<file path="config.mk">
export PLATFORM = sky130hd
export DESIGN_NAME = chcc_ctrl
export DESIGN_NICKNAME = d
export VERILOG_FILES = /design/src/chcc_pkg.sv /design/src/chcc_ctrl.sv
export SDC_FILE = /design/constraint.sdc
export NUM_CORES = 1
export LEC_CHECK = 0
export ABC_AREA = 1
export BUFFER_PORTS_ARGS = -buffer_cell sky130_fd_sc_hd__buf_2
export CORE_AREA = 2 2 51 49
export CTS_BUF_LIST = sky130_fd_sc_hd__clkbuf_8
export CTS_CLUSTER_SIZE = 14
export DETAILED_ROUTE_END_ITERATION = 10
export DIE_AREA = 0 0 53 51
export HOLD_SLACK_MARGIN = 0.1
export PLACE_DENSITY = 0.67
export SLEW_MARGIN = 20
export SYNTH_ARGS = -nofsm -noshare
export SYNTH_HDL_FRONTEND = slang
export SYNTH_SLANG_ARGS = --single-unit
export TNS_END_PERCENT = 10
</file>
<file path="constraint.sdc">
create_clock -name clk -period 1.4 [get_ports clk]
set_input_delay 0.21 -clock clk [delete_from_list [all_inputs] [get_ports clk]]
set_output_delay 0.21 -clock clk [all_outputs]
set_load 0.03 [all_outputs]
</file>
<file path="src/chcc_pkg.sv">
package chcc_pkg;

  localparam int CELLS_DEF    = 1024;
  localparam int ROOTS_DEF    = 7;
  localparam int TAG_BITS_DEF = 3;

  localparam int OBJ_W  = 32;
  localparam int HC_W   = 11;
  localparam int RI_W   = 3;
  localparam logic [HC_W-1:0] HC_RESET = 11'd1024;

  localparam int TAG_PAIR  = 0;
  localparam int TAG_HEART = 1;
  localparam int TAG_NULL  = 4;

  typedef enum logic [2:0] {
    OP_CONS, OP_CAR, OP_CDR, OP_SET_CAR, OP_SET_CDR, OP_WRITE_ROOT, OP_READ_ROOT, OP_COLLECT
  } op_t;

  typedef enum logic [1:0] {
    ST_OK, ST_NOT_PAIR, ST_NO_MEM
  } stat_t;

  typedef enum logic [4:0] {
    ACT_NONE, ACT_LATCH, ACT_ALLOC, ACT_FULL, ACT_BAD_PAIR, ACT_ACC_RD, ACT_ACC_RES,
    ACT_SET, ACT_WROOT, ACT_RROOT, ACT_FLIP, ACT_CLR_INIT, ACT_CLR, ACT_RT_LOAD,
    ACT_OPA_LOAD, ACT_OPB_LOAD, ACT_RL_CHK, ACT_RL_RD, ACT_RL_MARK, ACT_SC_CHK,
    ACT_SC_RD, ACT_TMPB_LOAD, ACT_SC_WR, ACT_EMIT
  } act_t;

  typedef enum logic [2:0] {
    TGT_ROOT, TGT_OPA, TGT_OPB, TGT_TMPA, TGT_TMPB
  } tgt_t;

  typedef struct packed {
    act_t act;
    tgt_t tgt;
  } cmd_t;

  typedef struct packed {
    op_t  op;
    logic a_valid;
    logic obj_valid;
    logic fwd;
    logic full;
    logic clr_last;
    logic rt_done;
    logic scan_more;
    logic out_free;
  } sts_t;

endpackage

</file>
<file path="src/chcc_ctrl.sv">
module chcc_ctrl import chcc_pkg::*; (
  input  logic clk,
  input  logic rst,
  input  logic item_valid,
  output logic item_ready,
  output cmd_t cmd,
  input  sts_t sts
);

  typedef enum logic [3:0] {
    S_IDLE, S_EXEC, S_ACC, S_ALLOC, S_CLR, S_RT, S_OPA, S_OPB, S_RL_CHK, S_RL_RD,
    S_RL_MARK, S_SC_CHK, S_SC_RD, S_TMPB, S_SC_WR, S_FIN
  } state_t;

  state_t state, state_next;
  tgt_t   tgt, tgt_next;
  logic   extra, extra_next;
  logic   collected, collected_next;

  function automatic state_t after_reloc(tgt_t t);
    case (t)
      TGT_ROOT: after_reloc = S_RT;
      TGT_OPA:  after_reloc = S_OPB;
      TGT_OPB:  after_reloc = S_SC_CHK;
      TGT_TMPA: after_reloc = S_TMPB;
      TGT_TMPB: after_reloc = S_SC_WR;
      default:  after_reloc = S_SC_CHK;
    endcase
  endfunction

  assign item_ready = (state == S_IDLE) && !rst;

  always_comb begin
    state_next     = state;
    tgt_next       = tgt;
    extra_next     = extra;
    collected_next = collected;
    cmd.act        = ACT_NONE;
    cmd.tgt        = tgt;
    case (state)
      S_IDLE: begin
        if (item_valid) begin
          cmd.act    = ACT_LATCH;
          state_next = S_EXEC;
        end
      end
      S_EXEC: begin
        case (sts.op)
          OP_CONS: begin
            collected_next = 1'b0;
            state_next     = S_ALLOC;
          end
          OP_CAR, OP_CDR: begin
            cmd.act    = sts.a_valid ? ACT_ACC_RD : ACT_BAD_PAIR;
            state_next = sts.a_valid ? S_ACC : S_FIN;
          end
          OP_SET_CAR, OP_SET_CDR: begin
            cmd.act    = sts.a_valid ? ACT_SET : ACT_BAD_PAIR;
            state_next = S_FIN;
          end
          OP_WRITE_ROOT: begin
            cmd.act    = ACT_WROOT;
            state_next = S_FIN;
          end
          OP_READ_ROOT: begin
            cmd.act    = ACT_RROOT;
            state_next = S_FIN;
          end
          default: begin
            cmd.act    = ACT_CLR_INIT;
            extra_next = 1'b0;
            state_next = S_CLR;
          end
        endcase
      end
      S_ACC: begin
        cmd.act    = ACT_ACC_RES;
        state_next = S_FIN;
      end
      S_ALLOC: begin
        if (!sts.full) begin
          cmd.act    = ACT_ALLOC;
          state_next = S_FIN;
        end else if (!collected) begin
          cmd.act        = ACT_CLR_INIT;
          extra_next     = 1'b1;
          collected_next = 1'b1;
          state_next     = S_CLR;
        end else begin
          cmd.act    = ACT_FULL;
          state_next = S_FIN;
        end
      end
      S_CLR: begin
        cmd.act = ACT_CLR;
        if (sts.clr_last) state_next = S_RT;
      end
      S_RT: begin
        if (sts.rt_done) begin
          state_next = extra ? S_OPA : S_SC_CHK;
        end else begin
          cmd.act    = ACT_RT_LOAD;
          tgt_next   = TGT_ROOT;
          state_next = S_RL_CHK;
        end
      end
      S_OPA: begin
        cmd.act    = ACT_OPA_LOAD;
        tgt_next   = TGT_OPA;
        state_next = S_RL_CHK;
      end
      S_OPB: begin
        cmd.act    = ACT_OPB_LOAD;
        tgt_next   = TGT_OPB;
        state_next = S_RL_CHK;
      end
      S_RL_CHK: begin
        cmd.act    = ACT_RL_CHK;
        state_next = sts.obj_valid ? S_RL_RD : after_reloc(tgt);
      end
      S_RL_RD: begin
        cmd.act    = ACT_RL_RD;
        state_next = sts.fwd ? after_reloc(tgt) : S_RL_MARK;
      end
      S_RL_MARK: begin
        cmd.act    = ACT_RL_MARK;
        state_next = after_reloc(tgt);
      end
      S_SC_CHK: begin
        if (sts.scan_more) begin
          cmd.act    = ACT_SC_CHK;
          state_next = S_SC_RD;
        end else begin
          cmd.act    = ACT_FLIP;
          state_next = extra ? S_ALLOC : S_FIN;
        end
      end
      S_SC_RD: begin
        cmd.act    = ACT_SC_RD;
        tgt_next   = TGT_TMPA;
        state_next = S_RL_CHK;
      end
      S_TMPB: begin
        cmd.act    = ACT_TMPB_LOAD;
        tgt_next   = TGT_TMPB;
        state_next = S_RL_CHK;
      end
      S_SC_WR: begin
        cmd.act    = ACT_SC_WR;
        state_next = S_SC_CHK;
      end
      S_FIN: begin
        if (sts.out_free) begin
          cmd.act    = ACT_EMIT;
          state_next = S_IDLE;
        end
      end
      default: state_next = S_IDLE;
    endcase
  end

  always_ff @(posedge clk) begin
    if (rst) begin
      state     <= S_IDLE;
      tgt       <= TGT_ROOT;
      extra     <= 1'b0;
      collected <= 1'b0;
    end else begin
      state     <= state_next;
      tgt       <= tgt_next;
      extra     <= extra_next;
      collected <= collected_next;
    end
  end

endmodule

</file>
==> reports/qor.yml <==
cp-end-kind: "output port"
syn2layout_area_growth_pct: 67.0
ir_drop_mv: 1.35
drive_above_1_share_pct: 46.5
yosys.area.top_type_share_pct: 23.0
hp-class: "input pin to flip-flop"
initial_utilization_pct: 41.7
clk_pin_slew_ns: 0.06
setup_viol: 8
wl_um: 3700
clockBufferDepth: 2
syn_area_sq_um: 932
power_density_nw_per_um2: 2160
final_net_count: 245
post_drt_wl_per_cell_um: 14.3
arrival_ns: 1.41
insertion_delay_ns: 0.25
rsz0062_at_grt: "true"
final_cell_mix: "nand2_1, buf_4, nor2_1"
ioPinCount: 23
synth.area.top_cells: "nand2_1, dfxtp_1, nor2_1, a21oi_1, nand3_1"
fin_crit_sh_pct: 115
cts_buffers: 3
grt_max_degree: 8
pwr-share-clk_pct: 9.6
yosysUniqueCellTypes: 23
dp_hpwl_um: 2790
status: "finished, violations left"
netlist_instances: 172
clock.fmax_ghz: 0.619
io_buffer_count: 22
syn_area_per_cell_sq_um: 5.42
yosysWarnings: 0
viasPerCell: 5.33
whs_ns: 0.253
crit_type: "flip-flop to output port"
num_antenna_cells: 0
period_needed_ns: 1.62
slew_headroom_pct: 79.1
ant_nets: 0
cap_violations: 0
cts_tree: "yes"
die_w_um: 53
hold_viol_final: 0
hold_depth: 2
ys_ff_latch: 9
switchingPower_uw: 1770
worst_slew_pin_slew_ns: 0.310
total_leakage_power_uw: 0.000797
internal_power_uw: 1600
synth_seq_area_share_pct: 19.3
setup_tns_ns: -1.09
p_comb_share_pct: 74.9
seqPwrFrac_pct: 15.5
slew_viol_final: 0
die-area_sq_um: 2700
synth_fp_nets: 186
antenna_found_initial: 0
cts_sinks: 9
overflow: 0
cts_root_buffer: "clkbuf_8"
startpoint_type: "flip-flop"
layout_setup_ws_ns: -0.216
first_pass_iters: 5
layout_commonest_cell: "nand2_1"
violations: "negative setup slack"
synth_top_cell_by_area: "nand2_1"
worstRegToRegCells: 8
grt.total_usage_pct: 28.9
cp_data_required_time_ns: 1.19
crit_fanout: 7
h-tree-depth: 1
clock_skew_ns: 0.0139
rows: 17
gp_congestion: 0.945
vias: 1374
first_iter_violations: 44
core_sq_um: 2230
drc: 0
sw_frac_of_total_pct: 52.4
grt_pass1_wl_um: 5640
grt_pass1_vias: 1284
dieHeight_um: 51
## Yosys cell counts
cell and n:
a21oi_1 13, dfxtp_1 9, nor2_4 3, nand2_1 57, o211ai_1 2, and2_1 1
nor3_1 1, o21ai_1 1, o21a_1 1, o21ai_0 10, and3_1 1, a211oi_1 1
a31oi_1 1, nand2_4 3, inv_1 16, nand4_1 3, inv_2 7, nor2_1 24
o21ai_2 1, o2111ai_1 1, nor2_2 1, nand2_2 2, nand3_1 13
## state kept, by name, indices dropped and copies added, names as in the netlist
signal     flops
state          4
tgt            3
collected      1
extra          1
## metal layers
layer,wire length [um],track usage (%),share of wire (%)
met1,1530,35.1,41
met2,1830,51.2,50
met3,263,4.09,7.1
met4,72,9.40,1.9
met5,0,0,0
## final cells by class
type	count	area, sq um
Sequential cell	9	195
Fill cell	199	677
Tap cell	28	35.0
Clock inverter	1	3.75
Multi-Input combinational cell	140	795
Clock buffer	3	41.3
Inverter	23	98.8
Timing Repair Buffer	54	388
## path summary, 6_finish.rpt
check,from,slack [ns],endpoint
max,state[0],-0.22,cmd[4]
min,rst,0.25,tgt[0]
max reg2reg,state[3],-0.04,state[0]
min reg2reg,collected,0.45,collected
## worst max-delay path, stage by stage, from the launching register on
cell	delay [ns]
dfxtp_4	0.41
buf_6	0.12
nand2_4	0.07
nor2_4	0.18
a21oi_1	0.10
o21ai_1	0.10
buf_4	0.18
## stage by stage
step | total power (uW) | cell area [sq um] | worst slack, ns | utilization [%] | cells
after floorplan | 1690 | 942 | -0.0840 | - | 172
after global placement | 2400 | 1300 | -0.0992 | 58.1 | 250
after detailed placement | 2420 | 1300 | -0.135 | 58.1 | 250
after CTS | 3140 | 1480 | -0.184 | 66.4 | 258
after global routing | 3540 | 1560 | -0.266 | 69.7 | 258
final | 3370 | 1560 | -0.216 | 69.7 | 258
## repair_timing
item / in CTS / in global routing
hold buffers: 0 / 0
endpoints found under the setup margin: 14 / 13
pin swaps: 13 / 7
setup buffers: 4 / 0
resized for setup: 40 / 21
cloned: 0 / 0
## power groups by stage
stage	clock network [uW]	registers (uW)	logic (uW)
after global routing	335	539	2670
after CTS	325	497	2310
final	323	522	2520
after global placement	0	435	1970
after detailed placement	0	442	1980
after floorplan	0	468	1220
## cell families after synthesis
family	Yosys count	synth area share (%)
compound gates	31	18.7
simple gates	109	52.8
flops	9	19.3
buf+inv	23	9.26
Power figures use the tool's default switching activity.
